## config.mk

```make
export PLATFORM = sky130hd
export DESIGN_NAME = site_power_env_alarm_monitor
export DESIGN_NICKNAME = d
export VERILOG_FILES = /design/src/sv/spm_pkg.sv /design/src/sv/spm_cfg_regs.sv /design/src/sv/spm_in_stage.sv /design/src/sv/spm_eval.sv /design/src/sv/site_power_env_alarm_monitor.sv
export SDC_FILE = /design/constraint.sdc
export NUM_CORES = 1
export LEC_CHECK = 0
export ABC_AREA = 0
export BUFFER_PORTS_ARGS = -buffer_cell sky130_fd_sc_hd__buf_4
export CAP_MARGIN = 40
export CORE_AREA = 2 2 165 167
export DETAILED_ROUTE_END_ITERATION = 8
export DIE_AREA = 0 0 167 169
export HOLD_SLACK_MARGIN = 0.1
export PLACE_DENSITY = 0.78
export SYNTH_ARGS = -nofsm -noshare
export SYNTH_HDL_FRONTEND = slang
export SYNTH_SLANG_ARGS = --single-unit
```

## constraint.sdc

```tcl
create_clock -name clk_i -period 6.7 [get_ports clk_i]
set_input_delay 0.335 -clock clk_i [delete_from_list [all_inputs] [get_ports clk_i]]
set_output_delay 0.335 -clock clk_i [all_outputs]
set_load 0.005 [all_outputs]
```

## src/sv/spm_pkg.sv

```systemverilog
// Shared types and constants for the site power and environment alarm monitor.
package spm_pkg;

  // AC averaging window; depth is a power of two so the mean is a shift.
  localparam int unsigned AVG_LOG2  = 3;
  localparam int unsigned AVG_DEPTH = 1 << AVG_LOG2;
  localparam int unsigned SLOT_W    = AVG_LOG2;
  localparam int unsigned ACC_W     = 10 + AVG_LOG2;

  // Q16 volt conversion constants.
  localparam int unsigned PROD_W    = 26;
  localparam logic [PROD_W-1:0] DC_OFS  = 26'd144179;
  localparam logic [15:0]       DC_GAIN = 16'd51898;
  localparam logic [PROD_W-1:0] AC_OFS  = 26'd159423;
  localparam logic [15:0]       AC_GAIN = 16'd22452;

  // Stream widths.
  localparam int unsigned IN_TDATA_W  = 64;
  localparam int unsigned OUT_TDATA_W = 32;

  // Config port.
  localparam int unsigned CFG_IDX_W = 3;
  localparam int unsigned CFG_DAT_W = 16;

  typedef enum logic [CFG_IDX_W-1:0] {
    REG_WATER_LIMIT     = 3'd0,
    REG_DC_LOW_LIMIT    = 3'd1,
    REG_AC_LOW_LIMIT    = 3'd2,
    REG_TEMP_WARN_LIMIT = 3'd3,
    REG_TEMP_HIGH_LIMIT = 3'd4,
    REG_HUMID_LIMIT     = 3'd5
  } cfg_reg_e;

  localparam logic [9:0]         WATER_LIMIT_RST = 10'd1000;
  localparam logic [9:0]         DC_LOW_RST      = 10'd430;
  localparam logic [8:0]         AC_LOW_RST      = 9'd180;
  localparam logic signed [15:0] TEMP_WARN_RST   = 16'sd250;
  localparam logic signed [15:0] TEMP_HIGH_RST   = 16'sd600;
  localparam logic [9:0]         HUMID_LIMIT_RST = 10'd800;

  typedef struct packed {
    logic [9:0]         water_limit;
    logic [9:0]         dc_low_limit;
    logic [8:0]         ac_low_limit;
    logic signed [15:0] temp_warn_limit;
    logic signed [15:0] temp_high_limit;
    logic [9:0]         humid_limit;
  } cfg_t;

  typedef struct packed {
    logic [9:0]         water_sample;
    logic [9:0]         ac_sample;
    logic [9:0]         dc_sample;
    logic               smoke_seen;
    logic signed [15:0] temperature;
    logic [9:0]         humidity;
  } in_item_t;

  // Item held in the input register, with the AC mean it sees.
  typedef struct packed {
    logic [9:0]         water_sample;
    logic [9:0]         dc_sample;
    logic               smoke_seen;
    logic signed [15:0] temperature;
    logic [9:0]         humidity;
    logic [9:0]         ac_average;
  } stage_item_t;

  typedef struct packed {
    logic humid;
    logic hot;
    logic warm;
    logic smoke;
    logic ac_low;
    logic dc_low;
    logic water;
  } alarm_flags_t;

  typedef struct packed {
    logic [9:0]   dc_volts;
    logic [8:0]   ac_volts;
    alarm_flags_t flags;
    logic         new_alert;
  } result_t;

  // Stage-to-stage handshake.
  typedef struct packed {
    logic valid;
    logic advance;
  } stage_ctl_t;

endpackage

```

## src/sv/spm_cfg_regs.sv

```systemverilog
// Configuration limit registers with write port.
module spm_cfg_regs (
  input  logic                            clk_i,
  input  logic                            rst_ni,
  input  logic                            cfg_we_i,
  input  logic [spm_pkg::CFG_IDX_W-1:0]   cfg_idx_i,
  input  logic [spm_pkg::CFG_DAT_W-1:0]   cfg_wdata_i,
  output spm_pkg::cfg_t                   cfg_o
);
  import spm_pkg::*;

  cfg_t cfg_q, cfg_d;

  always_comb begin
    cfg_d = cfg_q;
    if (cfg_we_i) begin
      unique case (cfg_reg_e'(cfg_idx_i))
        REG_WATER_LIMIT:     cfg_d.water_limit     = cfg_wdata_i[9:0];
        REG_DC_LOW_LIMIT:    cfg_d.dc_low_limit    = cfg_wdata_i[9:0];
        REG_AC_LOW_LIMIT:    cfg_d.ac_low_limit    = cfg_wdata_i[8:0];
        REG_TEMP_WARN_LIMIT: cfg_d.temp_warn_limit = $signed(cfg_wdata_i[15:0]);
        REG_TEMP_HIGH_LIMIT: cfg_d.temp_high_limit = $signed(cfg_wdata_i[15:0]);
        REG_HUMID_LIMIT:     cfg_d.humid_limit     = cfg_wdata_i[9:0];
        default:             cfg_d = cfg_q;  // unused index, ignored
      endcase
    end
  end

  always_ff @(posedge clk_i or negedge rst_ni) begin
    if (!rst_ni) begin
      cfg_q.water_limit     <= WATER_LIMIT_RST;
      cfg_q.dc_low_limit    <= DC_LOW_RST;
      cfg_q.ac_low_limit    <= AC_LOW_RST;
      cfg_q.temp_warn_limit <= TEMP_WARN_RST;
      cfg_q.temp_high_limit <= TEMP_HIGH_RST;
      cfg_q.humid_limit     <= HUMID_LIMIT_RST;
    end else begin
      cfg_q <= cfg_d;
    end
  end

  assign cfg_o = cfg_q;

endmodule

```

## src/sv/spm_in_stage.sv

```systemverilog
// Input register stage with AC window accumulator and mean latch.
module spm_in_stage (
  input  logic                 clk_i,
  input  logic                 rst_ni,
  input  logic                 s_tvalid,
  output logic                 s_tready,
  input  spm_pkg::in_item_t    item_i,
  input  logic                 advance_i,
  output logic                 valid_o,
  output spm_pkg::stage_item_t stage_o
);
  import spm_pkg::*;

  logic                    valid_q, valid_d;
  stage_item_t             stage_q;
  logic [SLOT_W-1:0]       slot_q, slot_d;
  logic [ACC_W-1:0]        acc_q, acc_d;
  logic [9:0]              avg_q, avg_d;
  logic [ACC_W-1:0]        sum;
  logic                    accept;
  logic                    last_slot;

  assign s_tready  = !valid_q || advance_i;
  assign accept    = s_tvalid && s_tready;
  assign last_slot = (slot_q == SLOT_W'(AVG_DEPTH - 1));

  // Every slot is rewritten before each latch, so a running sum equals
  // the window sum.
  assign sum = acc_q + ACC_W'(item_i.ac_sample);

  always_comb begin
    slot_d = slot_q;
    acc_d  = acc_q;
    avg_d  = avg_q;
    if (accept) begin
      if (last_slot) begin
        slot_d = '0;
        acc_d  = '0;
        avg_d  = sum[ACC_W-1:AVG_LOG2];
      end else begin
        slot_d = slot_q + SLOT_W'(1);
        acc_d  = sum;
      end
    end
    if (accept)         valid_d = 1'b1;
    else if (advance_i) valid_d = 1'b0;
    else                valid_d = valid_q;
  end

  always_ff @(posedge clk_i or negedge rst_ni) begin
    if (!rst_ni) begin
      valid_q <= 1'b0;
      slot_q  <= '0;
      acc_q   <= '0;
      avg_q   <= '0;
    end else begin
      valid_q <= valid_d;
      slot_q  <= slot_d;
      acc_q   <= acc_d;
      avg_q   <= avg_d;
    end
  end

  always_ff @(posedge clk_i) begin
    if (accept) begin
      stage_q.water_sample <= item_i.water_sample;
      stage_q.dc_sample    <= item_i.dc_sample;
      stage_q.smoke_seen   <= item_i.smoke_seen;
      stage_q.temperature  <= item_i.temperature;
      stage_q.humidity     <= item_i.humidity;
      stage_q.ac_average   <= avg_d;
    end
  end

  assign valid_o = valid_q;
  assign stage_o = stage_q;

`ifndef SYNTHESIS
  a_full_blocks: assert property (@(posedge clk_i) disable iff (!rst_ni)
    (valid_q && !advance_i) |-> !s_tready)
    else $error("input stage took a transfer while holding an item");

  a_wrap_clears: assert property (@(posedge clk_i) disable iff (!rst_ni)
    (accept && last_slot) |=> (slot_q == '0 && acc_q == '0))
    else $error("AC window did not restart after the mean latch");
`endif

endmodule

```

## src/sv/spm_eval.sv

```systemverilog
// Volt conversion, alarm update and result register.
module spm_eval (
  input  logic                 clk_i,
  input  logic                 rst_ni,
  input  spm_pkg::stage_ctl_t  ctl_i,
  input  spm_pkg::stage_item_t stage_i,
  input  spm_pkg::cfg_t        cfg_i,
  input  logic                 m_tready,
  output logic                 m_tvalid,
  output spm_pkg::result_t     result_o
);
  import spm_pkg::*;

  logic              out_valid_q, out_valid_d;
  alarm_flags_t      flags_q, flags_d;
  logic [9:0]        dcv_q, dcv_d;
  logic [8:0]        acv_q, acv_d;
  logic              alert_q, alert_d;
  logic [PROD_W-1:0] dc_prod, ac_prod;
  logic              water_lt, water_gt, dc_lt, dc_gt, ac_lt, ac_gt;

  assign dc_prod = DC_OFS + PROD_W'(DC_GAIN * PROD_W'(stage_i.dc_sample));
  assign ac_prod = AC_OFS + PROD_W'(AC_GAIN * PROD_W'(stage_i.ac_average));
  assign dcv_d   = dc_prod[25:16];
  assign acv_d   = ac_prod[24:16];

  assign water_lt = stage_i.water_sample < cfg_i.water_limit;
  assign water_gt = stage_i.water_sample > cfg_i.water_limit;
  assign dc_lt    = dcv_d < cfg_i.dc_low_limit;
  assign dc_gt    = dcv_d > cfg_i.dc_low_limit;
  assign ac_lt    = acv_d < cfg_i.ac_low_limit;
  assign ac_gt    = acv_d > cfg_i.ac_low_limit;

  always_comb begin
    flags_d = flags_q;
    // hysteresis: set below, clear above, hold on equal
    if (water_lt)      flags_d.water = 1'b1;
    else if (water_gt) flags_d.water = 1'b0;
    if (dc_lt)         flags_d.dc_low = 1'b1;
    else if (dc_gt)    flags_d.dc_low = 1'b0;
    if (ac_lt)         flags_d.ac_low = 1'b1;
    else if (ac_gt)    flags_d.ac_low = 1'b0;
    flags_d.smoke = stage_i.smoke_seen;
    flags_d.warm  = stage_i.temperature > cfg_i.temp_warn_limit;
    flags_d.hot   = stage_i.temperature > cfg_i.temp_high_limit;
    flags_d.humid = stage_i.humidity > cfg_i.humid_limit;
    alert_d = (flags_d.water  && !flags_q.water)  ||
              (flags_d.dc_low && !flags_q.dc_low) ||
              (flags_d.ac_low && !flags_q.ac_low) ||
              (flags_d.smoke  && !flags_q.smoke);
    if (ctl_i.advance)              out_valid_d = 1'b1;
    else if (out_valid_q && m_tready) out_valid_d = 1'b0;
    else                            out_valid_d = out_valid_q;
  end

  always_ff @(posedge clk_i or negedge rst_ni) begin
    if (!rst_ni) begin
      out_valid_q <= 1'b0;
      flags_q     <= '0;
    end else begin
      out_valid_q <= out_valid_d;
      if (ctl_i.advance) flags_q <= flags_d;
    end
  end

  always_ff @(posedge clk_i) begin
    if (ctl_i.advance) begin
      dcv_q   <= dcv_d;
      acv_q   <= acv_d;
      alert_q <= alert_d;
    end
  end

  assign m_tvalid           = out_valid_q;
  assign result_o.dc_volts  = dcv_q;
  assign result_o.ac_volts  = acv_q;
  assign result_o.flags     = flags_q;
  assign result_o.new_alert = alert_q;

`ifndef SYNTHESIS
  a_adv_needs_item: assert property (@(posedge clk_i) disable iff (!rst_ni)
    ctl_i.advance |-> (ctl_i.valid && (!out_valid_q || m_tready)))
    else $error("result register overwritten while full");

  a_alert_has_alarm: assert property (@(posedge clk_i) disable iff (!rst_ni)
    (out_valid_q && alert_q) |->
      (flags_q.water || flags_q.dc_low || flags_q.ac_low || flags_q.smoke))
    else $error("new alert without a raised alarm");
`endif

endmodule

```

## src/sv/site_power_env_alarm_monitor.sv

```systemverilog
// Top level of the site power and environment alarm monitor.
//
// Usage:
//   Slave stream (s_t*): one monitoring tick per transfer. Master stream
//   (m_t*): one result per tick, in tick order. Limits are written through
//   cfg_we_i / cfg_idx_i / cfg_wdata_i while no tick is in flight:
//   0 water, 1 DC low, 2 AC low, 3 temp warn, 4 temp high, 5 humidity;
//   other indexes are ignored.
//   A tick passes through the input register, then the result register,
//   before its result shows on m_tdata. Throughput: one tick per cycle
//   while m_tready stays high; the input register and result register form
//   two stages, so a new tick is taken while a finished result still waits.
//   AC samples run through an 8-slot running sum; on the eighth tick the
//   mean is latched and already used for that tick's AC volts.
//   Reset: limits return to their defaults, window sum, slot and mean
//   clear, all alarms off, both stages empty. No clearing pass.
//   Stall: when m_tready is low the result holds, the input register
//   fills, and s_tready drops until the result is taken.
module site_power_env_alarm_monitor (
  input  logic                                  clk_i,
  input  logic                                  rst_ni,
  // water[9:0] ac[19:10] dc[29:20] smoke[30] temperature[46:31]
  // humidity[56:47], zero above
  input  logic                                  s_tvalid,
  output logic                                  s_tready,
  input  logic [spm_pkg::IN_TDATA_W-1:0]        s_tdata,
  // dc_volts[9:0] ac_volts[18:10] water[19] dc_low[20] ac_low[21]
  // smoke[22] warm[23] hot[24] humid[25] new_alert[26], zero above
  output logic                                  m_tvalid,
  input  logic                                  m_tready,
  output logic [spm_pkg::OUT_TDATA_W-1:0]       m_tdata,
  input  logic                                  cfg_we_i,
  input  logic [spm_pkg::CFG_IDX_W-1:0]         cfg_idx_i,
  input  logic [spm_pkg::CFG_DAT_W-1:0]         cfg_wdata_i
);
  import spm_pkg::*;

  cfg_t        cfg;
  in_item_t    in_item;
  stage_item_t stage_item;
  stage_ctl_t  stage_ctl;
  result_t     result;
  logic        stage_valid;

  // unpack the tick from the stream word
  assign in_item.water_sample = s_tdata[9:0];
  assign in_item.ac_sample    = s_tdata[19:10];
  assign in_item.dc_sample    = s_tdata[29:20];
  assign in_item.smoke_seen   = s_tdata[30];
  assign in_item.temperature  = $signed(s_tdata[46:31]);
  assign in_item.humidity     = s_tdata[56:47];

  // item moves into the result register when that register is empty or its result is taken
  assign stage_ctl.valid   = stage_valid;
  assign stage_ctl.advance = stage_valid && (!m_tvalid || m_tready);

  spm_cfg_regs u_cfg (
    .clk_i       (clk_i),
    .rst_ni      (rst_ni),
    .cfg_we_i    (cfg_we_i),
    .cfg_idx_i   (cfg_idx_i),
    .cfg_wdata_i (cfg_wdata_i),
    .cfg_o       (cfg)
  );

  spm_in_stage u_in (
    .clk_i     (clk_i),
    .rst_ni    (rst_ni),
    .s_tvalid  (s_tvalid),
    .s_tready  (s_tready),
    .item_i    (in_item),
    .advance_i (stage_ctl.advance),
    .valid_o   (stage_valid),
    .stage_o   (stage_item)
  );

  spm_eval u_eval (
    .clk_i    (clk_i),
    .rst_ni   (rst_ni),
    .ctl_i    (stage_ctl),
    .stage_i  (stage_item),
    .cfg_i    (cfg),
    .m_tready (m_tready),
    .m_tvalid (m_tvalid),
    .result_o (result)
  );

  assign m_tdata = {5'd0,
                    result.new_alert,
                    result.flags.humid,
                    result.flags.hot,
                    result.flags.warm,
                    result.flags.smoke,
                    result.flags.ac_low,
                    result.flags.dc_low,
                    result.flags.water,
                    result.ac_volts,
                    result.dc_volts};

endmodule
```

==> run summary <==
Outcome -> finished clean
Inserted Diodes -> 0
Final #Nets -> 2037
Largest net degree at the start of global routing -> 63
CP Launch Type -> flop
Max-cap violations -> 0
Slew Limit Fails -> 0
First-pass GRT wire length -> 53100 um
Mapped Area -> 14600 sq um
Die ar. -> 28200 sq um
Initial antenna violation count -> 0
Peak per-stage delay on the critical path -> 560 ps
Clock net sink count -> 183
Post-synthesis sequential area ratio -> 0.343
Root buf cell -> clkbuf_16
CP required -> 6880 ps
Worst-skew pair later-pin latency -> 440 ps
Worst slew pin tran -> 879 ps
Die Width -> 167 um
Fmax -> 150 MHz
RSZ-0062 raised after global routing -> yes
Setup violators final -> 0
Met1 usage -> 0.300
Crit path max-delay family -> adder cells
Synth top area share -> 0.194
CTS tree -> yes
Initial Util -> 0.551
Antenna viol nets, final -> 0
Clock skew -> 11.9 ps
Worst path slowest cell -> fa_1
Critical Path Sink Type -> flop
Grt met2 use -> 0.410
Via count -> 10800
CTS Buf Count -> 17
Vias per cell -> 5.43
H-tree levels -> 4
Dominant synthesized flop cell -> edfxtp_1
Cells after synthesis -> 1382
Residual DRC -> 0
Post-synthesis cell type count -> 74
I/O pin cnt -> 122
Port Buf Inserts -> 109
Period utilization -> 0.994
Crit path time final -> 6660 ps
Synth Register Bits -> 183
Total wire length -> 32200 um
Critical Path AT -> 6840 ps
Post-synth EDFFs -> 77
Clock Path Buffers -> 2
Die height -> 169 um
Fin. Hold Viols -> 0
Clock slew at reported path FFs -> 80 ps
Met3 GRT Util -> 0.0299
Crit-path max FO -> 4
Relative slew slack -> 0.414
Leading area contributor after synthesis -> ha_1
Number of fill cells in the layout -> 1847
Core box area -> 26500 sq um
Layout cell share with drive strength beyond 1 -> 0.230
Site row count -> 60
Post-route insts no fill -> 1987
Class of the worst hold path -> in2reg
Synthesized area per cell -> 10.6 sq um
Reg area -> 5000 sq um
Bufs and invs on worst path -> 5
Gr busiest metal -> met2
Synth warnings -> 0
Placed cell count -> 1866
Setup tns final -> 0 ps
Pre-Repair DR Iteration Count -> 5
Top area cells in the synthesized netlist -> ha_1 (19%), edfxtp_1 (16%), dfrtp_1 (13%), fa_1 (12%), inv_1 (6.0%)
WL/cell -> 16.2 um
Vias in the first global route -> 11100
Layout area overhead -> 23.7%
Setup CP Type -> reg2reg
Hpwl dp -> 23800 um
GRT overflow -> 0
Global-route usage over all layers -> 0.233
GPL Wtd Cong -> 0.886
Area occupied by multi-input gates -> 9040 sq um
DR iter-0 viols -> 599
Async SR Flop Fraction -> 0.579
## cells in the final DEF, fill, tap and decap left out, drive strengths merged, types with 8 or more instances in the layout
master       instances
nor3                18
o211ai               9
xnor2               38
a21o                26
dfstp               29
nor4                10
dfrtp               77
o21ai              103
edfxtp              77
buf                208
nand2b              16
nor2                30
xor2                17
o21a                20
a21oi               48
inv                240
mux2                32
ha                 226
nand3               15
and2                 8
fa                  90
nor2b               17
clkbuf              18
nand4               14
and3                 8
dlygate4sd3         50
nand2               98
## layer usage
metal / vias up / wire length (um)
li1: 5238 / -
met1: 5241 / 14200
met3: 49 / 1140
met2: 261 / 16200
met5: - / 0
met4: 0 / 649
## worst min-delay path, cell delays in order
cell and delay, ps:
buf_4 90, nand2_1 40, o21ai_0 50
## cell usage after synthesis, types with 8 or more instances
cell type / count
mux2_2: 32
xnor2_1: 38
nor4_1: 9
dfstp_2: 29
ha_1: 226
a21oi_1: 47
nand2_1: 98
clkbuf_1: 23
nand4_1: 14
xor2_1: 17
inv_1: 234
nor2b_1: 17
a21o_1: 26
nor2_1: 30
fa_1: 90
dfrtp_1: 77
o211ai_1: 8
o21ai_0: 99
nand2b_1: 16
and3_1: 8
and2_1: 8
nand3_1: 15
o21a_1: 20
edfxtp_1: 77
nor3_1: 17
## per-stage QoR
stage / utilization / hold slack [ps] / instance area [sq um] / setup WS [ps]
global placement: 0.610 / 359 / 16200 / -47.3
detailed placement: 0.611 / 369 / 16200 / -289
floorplan: - / 39.4 / 14600 / 132
global route: 0.681 / 103 / 18100 / -226
CTS: 0.667 / 103 / 17700 / -42.9
finish: 0.681 / 110 / 18100 / 40.1
## repair_timing
item | CTS | global route
setup endpoints to repair | 3 | 3
setup buffers | 19 | 20
pin swaps | 36 | 43
cloned | 0 | 0
endpoints found under the hold margin | 79 | 0
hold buffers | 50 | 0
resized for setup | 40 | 56
## path summary, 6_finish.rpt
kind	slack, ps	to	cells after the start	startpoint
hold reg to reg	490	u_eval.result_o[4]$_DFFE_PN0P_	2	u_in.stage_o[36]$_DFFE_PP_
max in group asynchronous	5030	u_in.acc_q[9]$_DFFE_PN0P_	3	rst_ni
hold / removal	110	u_cfg.cfg_o[22]$_DFFE_PN0P_	3	cfg_wdata_i[12]
setup / recovery	40	u_eval.alert_q$_DFFE_PP_	25	u_in.stage_o[42]$_DFFE_PP_
min in group asynchronous	430	u_cfg.cfg_o[61]$_DFFE_PN0P_	2	rst_ni
setup reg to reg	40	u_eval.alert_q$_DFFE_PP_	25	u_in.stage_o[42]$_DFFE_PP_
## kinds of logic (layout without fill, tap and decap cells)
family          Yosys count  count (layout)  share of synthesized area
compound gates          270             270                      0.121
xor+xnor                 55              55                     0.0330
fa+ha+maj               316             316                      0.317
buf+inv                 264             524                     0.0695
flops                   183             183                      0.343
mux                      35              35                     0.0267
other cells               1               5                   0.000257
simple gates            258             258                     0.0893
## final cells by class
class / count / share of cell area
Multi-Input combinational cell: 939 / 0.501
Clock inverter: 14 / 0.00963
Sequential cell: 183 / 0.277
Tap cell: 341 / 0.0236
Clock buffer: 18 / 0.0238
Inverter: 234 / 0.0486
Timing Repair Buffer: 258 / 0.117
## registers in the layout, indices dropped and copies added (netlist names)
| register | flops |
|---|---|
| u_in.avg_q | 10 |
| u_eval.acv_q | 9 |
| u_in.valid_o | 1 |
| u_eval.result_o | 7 |
| u_in.acc_q | 13 |
| u_cfg.cfg_o | 71 |
| u_eval.m_tvalid | 1 |
| u_eval.dcv_q | 10 |
| u_in.stage_o | 57 |
| u_eval.alert_q | 1 |
| u_in.slot_q | 3 |
Power is not shown: default switching activity piles up to over one toggle a cycle in this logic, so the estimate is an artifact.
